<file path="config.mk">
export PLATFORM = sky130hd
export DESIGN_NAME = trochoidal_pass_point_generator
export DESIGN_NICKNAME = d
export VERILOG_FILES = /design/src/tppg_pkg.sv /design/src/trochoidal_pass_point_generator.sv /design/src/tppg_mul.sv /design/src/tppg_div.sv
export SDC_FILE = /design/constraint.sdc
export NUM_CORES = 2
export LEC_CHECK = 0
export ABC_AREA = 1
export BUFFER_PORTS_ARGS = -buffer_cell sky130_fd_sc_hd__buf_4
export CORE_MARGIN = 2
export CORE_UTILIZATION = 60
export DETAILED_ROUTE_END_ITERATION = 16
export PLACE_DENSITY = 0.86
export RECOVER_POWER = 50
export SYNTH_ARGS = -nofsm -noshare
export SYNTH_HDL_FRONTEND = slang
export SYNTH_SLANG_ARGS = --single-unit
export TNS_END_PERCENT = 10
</file>
<file path="constraint.sdc">
create_clock -name clk -period 21.8 [get_ports clk]
set_clock_uncertainty 0.2 [all_clocks]
set_input_delay 4.36 -clock clk [delete_from_list [all_inputs] [get_ports clk]]
set_output_delay 4.36 -clock clk [all_outputs]
set_load 0.005 [all_outputs]
</file>
<file path="src/tppg_pkg.sv">
// Package with the shared types, constants and trig table functions of the pass point generator.
`timescale 1ns / 1ps
`default_nettype none
package tppg_pkg;

  localparam int CFG_IDX_W = 8;
  localparam logic [CFG_IDX_W-1:0] REG_CIRCLE_RADIUS = 8'd0;
  localparam logic [CFG_IDX_W-1:0] REG_STEP_FORWARD  = 8'd1;

  // Kind of an input word, carried on in_tuser.
  localparam logic KIND_LOAD = 1'b0;
  localparam logic KIND_NEXT = 1'b1;

  localparam int CNT_W = 6;
  localparam logic [CNT_W-1:0] MUL_LAST  = 6'd32;
  localparam logic [CNT_W-1:0] ROOT_LAST = 6'd32;
  localparam logic [CNT_W-1:0] DIV_LAST  = 6'd62;

  localparam logic [63:0] Q30_ONE  = 64'd1073741824;
  localparam logic [63:0] Q30_HALF = 64'd536870912;
  localparam logic [63:0] PI_Q30   = 64'd3373259426;

  localparam logic [63:0] SIN_K [7] = '{64'd210, 64'd156, 64'd110, 64'd72, 64'd42, 64'd20,
                                        64'd6};
  localparam logic [63:0] COS_K [6] = '{64'd182, 64'd132, 64'd90, 64'd56, 64'd30, 64'd12};

  typedef enum logic [3:0] {
    ST_IDLE,
    ST_SQUARE,
    ST_ROOT_LD,
    ST_ROOT,
    ST_DIV_LD,
    ST_DIV,
    ST_DIR,
    ST_MUL,
    ST_COMBINE,
    ST_OUT
  } state_t;

  // Control of a serial arithmetic unit: load operands, or advance one bit.
  typedef struct packed {
    logic load;
    logic step;
  } ctl_t;

  function automatic logic [63:0] tppg_angle(input logic [63:0] f);
    logic [63:0] fc;
    logic [63:0] g;
    fc = (f > Q30_ONE) ? Q30_ONE : f;
    g  = (fc > Q30_ONE / 2) ? Q30_ONE - fc : fc;
    return (g * PI_Q30 + Q30_HALF) >> 30;
  endfunction

  function automatic logic tppg_cos_fold(input logic [63:0] f);
    logic [63:0] fc;
    fc = (f > Q30_ONE) ? Q30_ONE : f;
    return fc > Q30_ONE / 2;
  endfunction

  function automatic logic [30:0] tppg_sin_mag(input logic [63:0] f);
    logic [63:0] x;
    logic [63:0] x2;
    logic [63:0] t;
    logic [63:0] p;
    logic [63:0] s;
    x  = tppg_angle(f);
    x2 = (x * x + Q30_HALF) >> 30;
    t  = Q30_ONE;
    for (int k = 0; k < 7; k++) begin
      p = ((x2 * t) >> 30) / SIN_K[k];
      t = (p >= Q30_ONE) ? 64'd0 : Q30_ONE - p;
    end
    s = (x * t) >> 30;
    if (s > Q30_ONE) begin
      s = Q30_ONE;
    end
    return s[30:0];
  endfunction

  function automatic logic [30:0] tppg_cos_mag(input logic [63:0] f);
    logic [63:0] x;
    logic [63:0] x2;
    logic [63:0] t;
    logic [63:0] p;
    logic [63:0] c;
    x  = tppg_angle(f);
    x2 = (x * x + Q30_HALF) >> 30;
    t  = Q30_ONE;
    for (int k = 0; k < 6; k++) begin
      p = ((x2 * t) >> 30) / COS_K[k];
      t = (p >= Q30_ONE) ? 64'd0 : Q30_ONE - p;
    end
    p = ((x2 * t) >> 30) / 2;
    c = (p >= Q30_ONE) ? 64'd0 : Q30_ONE - p;
    return c[30:0];
  endfunction

endpackage
`default_nettype wire

</file>
<file path="src/trochoidal_pass_point_generator.sv">
// Top level of the trochoidal pass point generator.
`timescale 1ns / 1ps
`default_nettype none
// A load word (in_tuser = 0) gives a straight segment in Q16.16 millimetres; the block works
// out its length with a bit-serial square root and its unit direction with two serial
// divisions, and gives no result word. Each next word (in_tuser = 1) returns one feed point of
// the trochoidal pass: half circles of circle_radius whose centres step along the segment by
// step_forward, alternating between the upper and lower half, ARC_SEGMENTS+1 points each.
// A load works through the two squares, the square root and the divisions in turn, all
// done by the one-bit-per-cycle shift-add and restoring units. A point is worked out by the
// serial multipliers and then waits for out_tready when the previous point has not been
// taken. A next word with no active pass is taken and gives nothing. Input words are taken
// one at a time, while a finished point may still wait in the output register.
// Configuration writes are taken in every cycle and must only come while the block is idle.
module trochoidal_pass_point_generator #(
  parameter int ARC_SEGMENTS = 16
) (
  input  wire logic         clk,
  input  wire logic         rst_n,
  // Input channel.
  input  wire logic         in_tvalid,
  output logic              in_tready,
  // tdata, from bit 0: start_x, start_y, level_z, end_x, end_y.
  input  wire logic [159:0] in_tdata,
  // tuser: kind (0 load segment, 1 next point).
  input  wire logic         in_tuser,
  // Result channel.
  output logic              out_tvalid,
  input  wire logic         out_tready,
  // tdata, from bit 0: point_x, point_y, point_z.
  output logic      [95:0]  out_tdata,
  // tuser: end_of_arc.
  output logic              out_tuser,
  // tlast: end_of_pass.
  output logic              out_tlast,
  // Configuration write channel.
  input  wire logic         cfg_valid,
  output logic              cfg_ready,
  input  wire logic [tppg_pkg::CFG_IDX_W-1:0] cfg_index,
  input  wire logic [31:0]  cfg_data
);

  localparam int IDX_W = $clog2(ARC_SEGMENTS + 1);

  // Cosine and sine magnitudes of each point of a half circle, built at elaboration.
  logic [30:0] cos_tab  [ARC_SEGMENTS+1];
  logic [30:0] sin_tab  [ARC_SEGMENTS+1];
  logic        fold_tab [ARC_SEGMENTS+1];

  for (genvar gi = 0; gi <= ARC_SEGMENTS; gi++) begin : g_tab
    localparam logic [63:0] F_RAW =
      (64'(gi) * tppg_pkg::Q30_ONE + 64'(ARC_SEGMENTS / 2)) / 64'(ARC_SEGMENTS);
    assign cos_tab[gi]  = tppg_pkg::tppg_cos_mag(F_RAW);
    assign sin_tab[gi]  = tppg_pkg::tppg_sin_mag(F_RAW);
    assign fold_tab[gi] = tppg_pkg::tppg_cos_fold(F_RAW);
  end

  tppg_pkg::state_t state_r, state_nxt;
  logic [tppg_pkg::CNT_W-1:0] cnt_r;

  logic [30:0] radius_r;
  logic [30:0] step_r;

  logic signed [31:0] origin_x_r;
  logic signed [31:0] origin_y_r;
  logic        [31:0] height_z_r;
  logic [30:0] dir_x_mag_r;
  logic [30:0] dir_y_mag_r;
  logic        dir_x_neg_r;
  logic        dir_y_neg_r;
  logic [32:0] seg_len_r;
  logic [32:0] trav_r;
  logic        upper_r;
  logic [IDX_W-1:0] idx_r;
  logic        active_r;

  logic [32:0] ux_r;
  logic [32:0] uy_r;
  logic        cneg_r;
  logic        sneg_r;

  logic [65:0] rad_r;
  logic [33:0] rem_r;
  logic [32:0] root_r;

  logic signed [34:0] cx_r;
  logic signed [34:0] cy_r;
  logic [31:0] rx_mag_r;
  logic [31:0] ry_mag_r;

  logic        out_valid_r;
  logic [95:0] out_data_r;
  logic        out_arc_r;
  logic        out_last_r;

  logic accept;
  logic out_free;
  tppg_pkg::ctl_t mul_ctl;
  tppg_pkg::ctl_t div_ctl;

  // Segment difference of the word at the input.
  logic signed [32:0] dx_in;
  logic signed [32:0] dy_in;
  logic [32:0] ux_in;
  logic [32:0] uy_in;

  assign dx_in = $signed({in_tdata[127], in_tdata[127:96]})
               - $signed({in_tdata[31], in_tdata[31:0]});
  assign dy_in = $signed({in_tdata[159], in_tdata[159:128]})
               - $signed({in_tdata[63], in_tdata[63:32]});
  assign ux_in = dx_in[32] ? 33'(-dx_in) : dx_in;
  assign uy_in = dy_in[32] ? 33'(-dy_in) : dy_in;

  // Serial multipliers: squares on a load, centre offsets and radius products on a point.
  logic [32:0] m0a, m0b, m1a, m1b, m2a, m2b, m3a, m3b;
  logic [65:0] p0, p1, p2, p3;

  always_comb begin
    if (in_tuser == tppg_pkg::KIND_NEXT) begin
      m0a = {2'b00, dir_x_mag_r};
      m0b = trav_r;
      m1a = {2'b00, dir_y_mag_r};
      m1b = trav_r;
    end else begin
      m0a = ux_in;
      m0b = ux_in;
      m1a = uy_in;
      m1b = uy_in;
    end
    m2a = {2'b00, radius_r};
    m2b = {2'b00, cos_tab[idx_r]};
    m3a = {2'b00, radius_r};
    m3b = {2'b00, sin_tab[idx_r]};
  end

  tppg_mul u_mul0 (.clk(clk), .ctl(mul_ctl), .a(m0a), .b(m0b), .prod(p0));
  tppg_mul u_mul1 (.clk(clk), .ctl(mul_ctl), .a(m1a), .b(m1b), .prod(p1));
  tppg_mul u_mul2 (.clk(clk), .ctl(mul_ctl), .a(m2a), .b(m2b), .prod(p2));
  tppg_mul u_mul3 (.clk(clk), .ctl(mul_ctl), .a(m3a), .b(m3b), .prod(p3));

  logic [30:0] qx, qy;

  tppg_div u_divx (.clk(clk), .ctl(div_ctl), .dividend({ux_r, 30'd0}), .divisor(root_r),
                   .quot(qx));
  tppg_div u_divy (.clk(clk), .ctl(div_ctl), .dividend({uy_r, 30'd0}), .divisor(root_r),
                   .quot(qy));

  // Sum of squares, the radicand of the length.
  logic [64:0] sq_sum;
  assign sq_sum = {1'b0, p0[63:0]} + {1'b0, p1[63:0]};

  // One step of the restoring square root: two radicand bits in, one root bit out.
  logic [35:0] rt_sh;
  logic [35:0] rt_trial;
  logic        rt_fits;
  assign rt_sh    = {rem_r, rad_r[65:64]};
  assign rt_trial = {1'b0, root_r, 2'b01};
  assign rt_fits  = rt_sh >= rt_trial;

  // Centre offsets and rounded radius products.
  logic [32:0] offx, offy;
  logic [61:0] rndx, rndy;
  assign offx = p0[62:30];
  assign offy = p1[62:30];
  assign rndx = p2[61:0] + 62'(tppg_pkg::Q30_HALF);
  assign rndy = p3[61:0] + 62'(tppg_pkg::Q30_HALF);

  // Final point, saturated to 32 bits.
  logic signed [36:0] sx, sy;
  logic [31:0] sat_x, sat_y;
  assign sx = {{2{cx_r[34]}}, cx_r} + (cneg_r ? 37'(-{5'd0, rx_mag_r}) : {5'd0, rx_mag_r});
  assign sy = {{2{cy_r[34]}}, cy_r} + (sneg_r ? 37'(-{5'd0, ry_mag_r}) : {5'd0, ry_mag_r});

  always_comb begin
    if (!sx[36] && (|sx[35:31])) begin
      sat_x = 32'h7FFF_FFFF;
    end else if (sx[36] && !(&sx[35:31])) begin
      sat_x = 32'h8000_0000;
    end else begin
      sat_x = sx[31:0];
    end
    if (!sy[36] && (|sy[35:31])) begin
      sat_y = 32'h7FFF_FFFF;
    end else if (sy[36] && !(&sy[35:31])) begin
      sat_y = 32'h8000_0000;
    end else begin
      sat_y = sy[31:0];
    end
  end

  // Advance of the centre at the end of a half circle; a zero step counts as one LSB.
  logic        arc_end;
  logic [33:0] trav_next;
  assign arc_end   = idx_r == IDX_W'(ARC_SEGMENTS);
  assign trav_next = {1'b0, trav_r} + {3'd0, (step_r == '0) ? 31'd1 : step_r};

  assign out_free = !out_valid_r || out_tready;
  assign accept   = in_tvalid && in_tready;

  // Next state.
  always_comb begin
    state_nxt = state_r;
    case (state_r)
      tppg_pkg::ST_IDLE: begin
        if (accept) begin
          if (in_tuser == tppg_pkg::KIND_LOAD) begin
            state_nxt = tppg_pkg::ST_SQUARE;
          end else if (active_r) begin
            state_nxt = tppg_pkg::ST_MUL;
          end
        end
      end
      tppg_pkg::ST_SQUARE: begin
        if (cnt_r == '0) begin
          state_nxt = tppg_pkg::ST_ROOT_LD;
        end
      end
      tppg_pkg::ST_ROOT_LD: begin
        state_nxt = (sq_sum == '0) ? tppg_pkg::ST_IDLE : tppg_pkg::ST_ROOT;
      end
      tppg_pkg::ST_ROOT: begin
        if (cnt_r == '0) begin
          state_nxt = tppg_pkg::ST_DIV_LD;
        end
      end
      tppg_pkg::ST_DIV_LD: state_nxt = tppg_pkg::ST_DIV;
      tppg_pkg::ST_DIV: begin
        if (cnt_r == '0) begin
          state_nxt = tppg_pkg::ST_DIR;
        end
      end
      tppg_pkg::ST_DIR: state_nxt = tppg_pkg::ST_IDLE;
      tppg_pkg::ST_MUL: begin
        if (cnt_r == '0) begin
          state_nxt = tppg_pkg::ST_COMBINE;
        end
      end
      tppg_pkg::ST_COMBINE: state_nxt = tppg_pkg::ST_OUT;
      tppg_pkg::ST_OUT: begin
        if (out_free) begin
          state_nxt = tppg_pkg::ST_IDLE;
        end
      end
      default: state_nxt = tppg_pkg::ST_IDLE;
    endcase
  end

  // Control outputs of the sequencer.
  always_comb begin
    in_tready     = state_r == tppg_pkg::ST_IDLE;
    mul_ctl.load  = accept;
    mul_ctl.step  = state_r inside {tppg_pkg::ST_SQUARE, tppg_pkg::ST_MUL};
    div_ctl.load  = state_r == tppg_pkg::ST_DIV_LD;
    div_ctl.step  = state_r == tppg_pkg::ST_DIV;
  end

  always_ff @(posedge clk) begin
    if (!rst_n) begin
      state_r     <= tppg_pkg::ST_IDLE;
      cnt_r       <= '0;
      radius_r    <= '0;
      step_r      <= 31'd65536;
      origin_x_r  <= '0;
      origin_y_r  <= '0;
      height_z_r  <= '0;
      dir_x_mag_r <= '0;
      dir_y_mag_r <= '0;
      dir_x_neg_r <= 1'b0;
      dir_y_neg_r <= 1'b0;
      seg_len_r   <= '0;
      trav_r      <= '0;
      upper_r     <= 1'b1;
      idx_r       <= '0;
      active_r    <= 1'b0;
      out_valid_r <= 1'b0;
    end else begin
      state_r <= state_nxt;

      if (cfg_valid) begin
        case (cfg_index)
          tppg_pkg::REG_CIRCLE_RADIUS: radius_r <= cfg_data[30:0];
          tppg_pkg::REG_STEP_FORWARD:  step_r   <= cfg_data[30:0];
          default: ;
        endcase
      end

      // A new point fills the output register as the old one leaves.
      if (state_r == tppg_pkg::ST_OUT && out_free) begin
        out_valid_r <= 1'b1;
      end else if (out_tready) begin
        out_valid_r <= 1'b0;
      end

      if (cnt_r != '0) begin
        cnt_r <= cnt_r - 1'b1;
      end

      case (state_r)
        tppg_pkg::ST_IDLE: begin
          if (accept) begin
            cnt_r <= tppg_pkg::MUL_LAST;
            if (in_tuser == tppg_pkg::KIND_LOAD) begin
              // A load restarts the pass whatever the old pass was doing.
              origin_x_r  <= in_tdata[31:0];
              origin_y_r  <= in_tdata[63:32];
              height_z_r  <= in_tdata[95:64];
              dir_x_neg_r <= dx_in[32];
              dir_y_neg_r <= dy_in[32];
              dir_x_mag_r <= '0;
              dir_y_mag_r <= '0;
              seg_len_r   <= '0;
              trav_r      <= '0;
              upper_r     <= 1'b1;
              idx_r       <= '0;
              active_r    <= 1'b0;
            end
          end
        end
        tppg_pkg::ST_ROOT_LD: cnt_r <= tppg_pkg::ROOT_LAST;
        tppg_pkg::ST_DIV_LD: begin
          cnt_r     <= tppg_pkg::DIV_LAST;
          seg_len_r <= root_r;
        end
        tppg_pkg::ST_DIR: begin
          dir_x_mag_r <= qx;
          dir_y_mag_r <= qy;
          active_r    <= 1'b1;
        end
        tppg_pkg::ST_OUT: begin
          if (out_free) begin
            if (!arc_end) begin
              idx_r <= idx_r + 1'b1;
            end else begin
              idx_r   <= '0;
              upper_r <= !upper_r;
              trav_r  <= trav_next[32:0];
              if (trav_next >= {1'b0, seg_len_r}) begin
                active_r <= 1'b0;
              end
            end
          end
        end
        default: ;
      endcase
    end
  end

  // Datapath registers without reset.
  always_ff @(posedge clk) begin
    case (state_r)
      tppg_pkg::ST_IDLE: begin
        if (accept) begin
          ux_r   <= ux_in;
          uy_r   <= uy_in;
          cneg_r <= fold_tab[idx_r] ^ !upper_r;
          sneg_r <= !upper_r;
        end
      end
      tppg_pkg::ST_ROOT_LD: begin
        rad_r  <= {1'b0, sq_sum};
        rem_r  <= '0;
        root_r <= '0;
      end
      tppg_pkg::ST_ROOT: begin
        rem_r  <= rt_fits ? 34'(rt_sh - rt_trial) : rt_sh[33:0];
        root_r <= {root_r[31:0], rt_fits};
        rad_r  <= {rad_r[63:0], 2'b00};
      end
      tppg_pkg::ST_COMBINE: begin
        cx_r     <= 35'(origin_x_r) + (dir_x_neg_r ? 35'(-{2'b00, offx}) : {2'b00, offx});
        cy_r     <= 35'(origin_y_r) + (dir_y_neg_r ? 35'(-{2'b00, offy}) : {2'b00, offy});
        rx_mag_r <= rndx[61:30];
        ry_mag_r <= rndy[61:30];
      end
      tppg_pkg::ST_OUT: begin
        if (out_free) begin
          out_data_r <= {height_z_r, sat_y, sat_x};
          out_arc_r  <= arc_end;
          out_last_r <= arc_end && (trav_next >= {1'b0, seg_len_r});
        end
      end
      default: ;
    endcase
  end

  assign out_tvalid = out_valid_r;
  assign out_tdata  = out_data_r;
  assign out_tuser  = out_arc_r;
  assign out_tlast  = out_last_r;
  assign cfg_ready  = 1'b1;

endmodule
`default_nettype wire

</file>
<file path="src/tppg_mul.sv">
// Bit-serial 33 by 33 bit unsigned multiplier, one multiplier bit per cycle, MSB first.
`timescale 1ns / 1ps
`default_nettype none
module tppg_mul (
  input  wire logic          clk,
  input  wire tppg_pkg::ctl_t ctl,
  input  wire logic [32:0]   a,
  input  wire logic [32:0]   b,
  output logic      [65:0]   prod
);

  logic [32:0] a_r;
  logic [32:0] b_r;
  logic [65:0] acc_r;

  always_ff @(posedge clk) begin
    if (ctl.load) begin
      a_r   <= a;
      b_r   <= b;
      acc_r <= '0;
    end else if (ctl.step) begin
      acc_r <= {acc_r[64:0], 1'b0} + (b_r[32] ? {33'd0, a_r} : 66'd0);
      b_r   <= {b_r[31:0], 1'b0};
    end
  end

  assign prod = acc_r;

endmodule
`default_nettype wire

</file>
<file path="src/tppg_div.sv">
// Bit-serial restoring divider: a 63-bit dividend by a 33-bit divisor, one quotient bit per cycle.
`timescale 1ns / 1ps
`default_nettype none
module tppg_div (
  input  wire logic          clk,
  input  wire tppg_pkg::ctl_t ctl,
  input  wire logic [62:0]   dividend,
  input  wire logic [32:0]   divisor,
  output logic      [30:0]   quot
);

  logic [62:0] dvd_r;
  logic [32:0] dvs_r;
  logic [32:0] rem_r;
  logic [30:0] q_r;
  logic [33:0] rem_sh;
  logic        fits;

  assign rem_sh = {rem_r, dvd_r[62]};
  assign fits   = rem_sh >= {1'b0, dvs_r};

  always_ff @(posedge clk) begin
    if (ctl.load) begin
      dvd_r <= dividend;
      dvs_r <= divisor;
      rem_r <= '0;
      q_r   <= '0;
    end else if (ctl.step) begin
      rem_r <= fits ? 33'(rem_sh - {1'b0, dvs_r}) : rem_sh[32:0];
      q_r   <= {q_r[29:0], fits};
      dvd_r <= {dvd_r[61:0], 1'b0};
    end
  end

  assign quot = q_r;

endmodule
`default_nettype wire

</file>
Word level (Yosys, flattened, before mapping) --
Memory sizes are Yosys's and may differ from the RTL's. Index checks and enable logic that the tools add are counted.
Word-level totals: bits in registers 1447, bits in read-only memories 2016, word-level logic and storage cells 238, input bits 206, output and inout port bits 101, memories 3
Cells by class: multiplexer cells 82, equality and inequality tests 21, add/sub/neg operators 25, reduce and logical (&&, ||, !) cells 44, bitwise operators 3, $lt $le $gt $ge 5
Memory list:
- (name not given) | depth 32, width 31, read ports 1, clocked after memory_dff 0, write ports 0, line trochoidal_pass_point_generator.sv:133 | m3b = {2'b00, sin_tab[idx_r]};
- (name not given) | depth 32, width 31, read ports 1, clocked after memory_dff 0, write ports 0, line trochoidal_pass_point_generator.sv:131 | m2b = {2'b00, cos_tab[idx_r]};
- (name not given) | depth 32, width 1, read ports 1, clocked after memory_dff 0, write ports 0, line trochoidal_pass_point_generator.sv:355 | cneg_r <= fold_tab[idx_r] ^ !upper_r;
Operators with widths (number):
- two-way mux 33 bit | 16
- two-way mux 31 bit | 15
- two-way mux 63 bit | 4
- case mux 33 bit (2 select lines) | 3
- case mux 66 bit (2 select lines) | 1
- adder 64 x 33 -> 64 bit | 2
- adder 62 x 30 -> 62 bit, second input constant | 2
- adder 62 x 31 -> 62 bit | 2
- case mux 31 bit (2 select lines) | 2
- greater-or-equal comparator 34 x 33 -> 1 bit | 3
- adder 37 bit | 2
- two-way mux 37 bit | 2
- negator 32 -> 37 bit | 2
- adder 35 bit | 2
- two-way mux 35 bit | 2
- negator 33 -> 35 bit | 2
- case mux 34 bit (2 select lines) | 1
- negator 33 bit | 2
- subtractor 32 x 32 -> 33 bit | 2
- subtractor 33 bit | 2
- adder 64 x 64 -> 65 bit | 1
- logical NOT 65 bit | 1
- two-way mux 32 bit | 2
- greater-or-equal comparator 36 x 35 -> 1 bit | 1
- other kinds (45) | 106

Longest topological paths before layout --
depth after elaboration 8, mapped depth 36, mapped depth without buffers 36

By module --
Synthesis repeated with hierarchy kept, for this count alone.
Second synthesis, totals: cell total of the unflattened synthesis 16091, area total of the unflattened synthesis 110516.0 um2
Modules (own cells, without submodules):
- trochoidal_pass_point_generator | times used 1, seq. area each 19128.3 um2, area an instance 56589.3 um2, cells an instance 8079
- tppg_mul (u_mul2 ...) | times used 2, seq. area each 3303.2 um2, area an instance 8994.9 um2, cells an instance 1407
- tppg_div | times used 2, seq. area each 4164.0 um2, area an instance 8953.6 um2, cells an instance 1189
- tppg_mul (u_mul1) | times used 1, seq. area each 3303.2 um2, area an instance 9026.2 um2, cells an instance 1413
- tppg_mul (u_mul0) | times used 1, seq. area each 3303.2 um2, area an instance 9003.6 um2, cells an instance 1407

Least setup slack after synthesis --
Ideal clock, no wire load.
path kind register to register, start point register state_r[0], end point register state_r[3], library setup time 0.095 ns, clock period less this slack 11.076 ns, setup slack 10.724 ns, path buffers 0, arrival 10.781 ns, cell stages (with the launch flop) 6, required time 21.505 ns, path through dfxtp_1 nor2_1 inv_1 nor3_1 o21ai_0 a21oi_1
On the way: cells in the longest elaborated chain, start to end 4, elaborated cells on any way between the ends 19, those cells by class eq/ne: 15; mux: 1; reduce/logical: 3
RTL lines:
- start: declaration | line trochoidal_pass_point_generator.sv:58 | tppg_pkg::state_t state_r, state_nxt;
- start signal: assignment | line trochoidal_pass_point_generator.sv:259 | state_r <= tppg_pkg::ST_IDLE;
- start signal: assignment | line trochoidal_pass_point_generator.sv:277 | state_r <= state_nxt;
- logical NOT 4 bit | line trochoidal_pass_point_generator.sv:203, trochoidal_pass_point_generator.sv:250
- logical AND 1 bit | line trochoidal_pass_point_generator.sv:198 | assign accept = in_tvalid && in_tready;
- inequality test 2 x 1 -> 1 bit (no source line)
- AND reduction 7 bit (no source line)
Several ways; a longest one is shown, not always the timed one. A chain may end at the register's enable or synchronous reset.

Final worst setup path --
start point register state_r[2], end point register u_divy.dvd_r[55], data pin
On the way: cells in the longest elaborated chain, start to end 2
RTL lines:
- == test 4 x 3 -> 1 bit | line trochoidal_pass_point_generator.sv:253 | div_ctl.load = state_r == tppg_pkg::ST_DIV_LD;
- two-way mux 63 bit | line tppg_div.sv:23 | if (ctl.load) begin
- end signal: assignment | line tppg_div.sv:24 | dvd_r <= dividend;
- end signal: assignment | line tppg_div.sv:31 | dvd_r <= {dvd_r[61:0], 1'b0};
- end: declaration | line tppg_div.sv:12 | logic [62:0] dvd_r;
Every way passes these cells.

==> metrics <==
CP max FO 140; PostCTS Resize Cnt 0; Top FF cell, synth edfxtp_1; MaxCap Viol Count 23; multiplexer share of the synthesized area 0%; fin. max-slew vios 1,459; Root Buffer clkbuf_16; reg2reg setup slack a little over 8 ns; Post-CTS Setup Bufs 0; Netlist cell types 72; Crit. End Element register; CTS tree built; worst path cell trace inv_1 > nor2_1 > inv_1 > nor2_4 > clkbuf_1 > clkinvlp_2 > clkbuf_1 > nand2_1 > nand2_1; TritonCTS Buffers 154; main combinational cell family by area after synthesis simple AND/OR/NAND/NOR gates; # rows 147; post-route cell area 106,000 sq um; Worst Path Arrival between 10 and 15 ns; Initial Util 60.5%; pin count of the biggest net entering global routing 199; Psw 5.93 mW; TNS Setup 0 ns; area delta synth->final 9.27%; I/O pin cnt 307; Synth Area in Compound Gates 14.8%; clk sink count 1,447; Die Ht 407 um; cell family with most CP delay buffers and inverters; Synth top area share 23.3%; routed length per instance 18.9 um; P_int 7.36 mW; Max stage delay on crit path 4.82 ns; Pleak about 50 nW; failing checks max-capacitance violations, max-slew violations; Die X just over 400 um; die area 166,000 sq um; slew margin rel. -363%; Reg power frac between 30% and 40%; Overall Global Routing Usage 35.7%; worst hold path stage count 0; worst path bufs/invs 5; Worst Hold Path EP out_tdata[93]; via count 92.0k; synth warn 0; register bit total from synthesis 1,447; # DRC 0; CP Class register to register; FFs w/ async S/R, synth 0%; Power, Total 13.3 mW; startpoint types register; Mapped Area between 90,000 and 100,000 sq um; cells after synthesis 13.6k; Setup violations, final 0; unrepaired setup endpoints after global routing false; Final Cycle Share 62.0%; remaining global-route overflow 0; Power Dens Cells 125 nW/um^2; 1st-pass router iterations 7; Synth area leaders edfxtp_1 (23%), dfxtp_1 (14%), nand2_1 (13%); critical hold path startpoint height_z_r[29]; CP Data Required Time 22.16 ns; GPL Wtd Cong 1.03; IO buf count 304; core area 161,000 sq um; post-DP HPWL 233 mm; EDFF count, synth 757; actual slew at the worst max-slew pin just under 7 ns; layout cell share with drive strength beyond 1 5.36%; worst vdd ir roughly 0.00012 V; Hold WC Path Type register to register; power share of the clock group 20.3%; Synthesized Nets roughly 14k; Worst R2R Start state_r[2]; Seq/Total Area, Yosys 37.5%; Clock Tree Buf Depth 3; Tmin final ~14 ns; Post-Synth Simple-Gate Area 25.1%; FF-to-FF path depth 9; Routed WL 302 mm; cts hold-fix bufs 0; Max Freq 74.0 MHz; DR vias/cell 5.75; Final #Nets around 14k; Sw Ratio 44.6%; Synth area leader edfxtp_1; initial antenna violation count 12; Synth Area per Inst a little over 7 sq um; Post-Place Cell Area 101,000 sq um; antenna viol nets, final 0; XOR/XNOR Fraction of Synth Area slightly below 6%; first-pass GRT wire length 462 mm; Logic pwr share 46.0%; status finished with violations; Worst R2R End u_divy.dvd_r[55]; H-Tree Depth 4; Post-Synth Adder-Cell Area 7.75%; vias in the first global route 84.2k; Clock Pin Slew Worst Setup and Hold Paths around 0.060 ns; critical path's slowest cell clkbuf_1; Layout fillers 13.9k; 1st-iter DRT viols 11.1k; Final Hold Fails 0; worst skew pair latency ~0.86 ns
-- layout by cell type (no fill, tap or decap), types with 337 or more instances in the layout --
| cell type | instances |
|---|---|
| a21oi_1 | 1047 |
| xor2_1 | 453 |
| o21ai_0 | 993 |
| nand2_1 | 3457 |
| nand3_1 | 547 |
| inv_1 | 1864 |
| buf_4 | 337 |
| nor2_1 | 1410 |
| dfxtp_1 | 690 |
| edfxtp_1 | 757 |
| ha_1 | 581 |
-- stage by stage --
stage	worst slack, ns	cells	hold WS, ns	util [%]
2_1_floorplan	10.72	13600	0.203	-
3_3_place_gp	13.49	15700	0.204	63.0
3_5_place_dp	13.42	15700	0.208	63.0
4_1_cts	14.26	16000	0.221	66.2
5_1_grt	7.12	16000	0.231	66.1
6_report	8.29	16000	0.221	66.1
-- final cells by class --
cell class,count,area (sq um),area share (%)
flip-flops and latches,1447,36500,34.4
clock inverters,94,1000,0.943
repair buffers,360,2640,2.48
well taps,2160,2700,2.54
inverters,1892,7120,6.69
clock buffers,195,4200,3.95
multi-input cells,9835,52200,49.0
diodes,5,12.5,0.0118
-- how the worst max path moves through the flow --
stage / start / endpoint / cells after the start / slack (ns)
2_1_floorplan: state_r[0] / state_r[3] / 5 / 10.72
3_3_place_gp: in_tdata[96] / u_mul0.b_r[13] / 21 / 13.49
3_5_place_dp: in_tdata[96] / u_mul0.b_r[24] / 21 / 13.42
4_1_cts: in_tdata[96] / u_mul0.b_r[13] / 21 / 14.26
5_1_grt: state_r[2] / u_divy.dvd_r[55] / 9 / 7.12
6_report: state_r[2] / u_divy.dvd_r[55] / 9 / 8.29
-- sequential cells by signal, indices dropped and copies added, names as in the netlist, 34 cells and up --
| signal | cells |
|---|---|
| cx_r | 35 |
| cy_r | 35 |
| out_tdata | 96 |
| rad_r | 66 |
| rem_r | 34 |
| u_mul0.prod | 64 |
| u_mul1.prod | 64 |
| u_mul2.prod | 62 |
| u_mul3.prod | 62 |
-- worst reg2reg max path: stages, from the launching register on --
cell        delay, ns
dfxtp_1          0.41
inv_1            0.08
nor2_1           0.16
inv_1            0.15
nor2_4           0.09
clkbuf_1         4.82
clkinvlp_2       4.66
clkbuf_1         1.88
nand2_1          0.67
nand2_1          0.09
-- power by group through the flow --
stage	Sequential (mW)	Clock (mW)	Combinational, mW
global route	4.53	2.81	6.77
CTS	4.43	2.71	5.97
global placement	4.46	0	5.82
floorplan	4.29	0	4.34
finish	4.48	2.69	6.11
detailed placement	4.48	0	5.91
-- per-layer routing --
| metal | GRT usage, % | vias up | routed length, um |
|---|---|---|---|
| met5 | 0 | - | 110 |
| met4 | 17.2 | 16 | 15700 |
| met3 | 6.12 | 774 | 29800 |
| met2 | 55.5 | 4386 | 131000 |
| met1 | 48.2 | 42000 | 125000 |
| li1 | - | 44800 | - |
-- synthesized netlist by cell type (8+ instances only) --
master / count
a211oi_1: 15
a2bb2oi_1: 35
nor4_1: 82
a221oi_1: 9
o31ai_1: 31
edfxtp_1: 757
o211ai_1: 47
o21ai_0: 990
o22ai_1: 11
buf_1: 42
nor2_2: 13
nor3_1: 184
o21a_1: 47
inv_1: 1868
nand3b_1: 46
ha_1: 581
and3_1: 8
xnor2_1: 186
o21ai_1: 39
and2_1: 8
or2_2: 58
buf_2: 31
nand3_1: 547
nor3_2: 13
dfxtp_1: 690
xor2_1: 453
a21oi_1: 1048
a21boi_1: 17
fa_1: 14
clkbuf_1: 324
nand4_1: 127
a31oi_1: 131
o221ai_1: 25
clkinv_1: 9
nand2_1: 3458
a21boi_0: 31
inv_2: 15
o21bai_1: 42
a21o_1: 42
o21ai_2: 8
a31o_2: 12
nor2_1: 1414
-- cell families after synthesis --
logic type / Yosys count
adders and majority gates: 595
and+or+nand+nor: 5979
xor gates and xnor gates: 644
buffers and inverters: 2298
DFF: 1447
other: 1
AOI/OAI and AO/OA: 2616
Note: power is estimated with default switching activity, not from simulation.
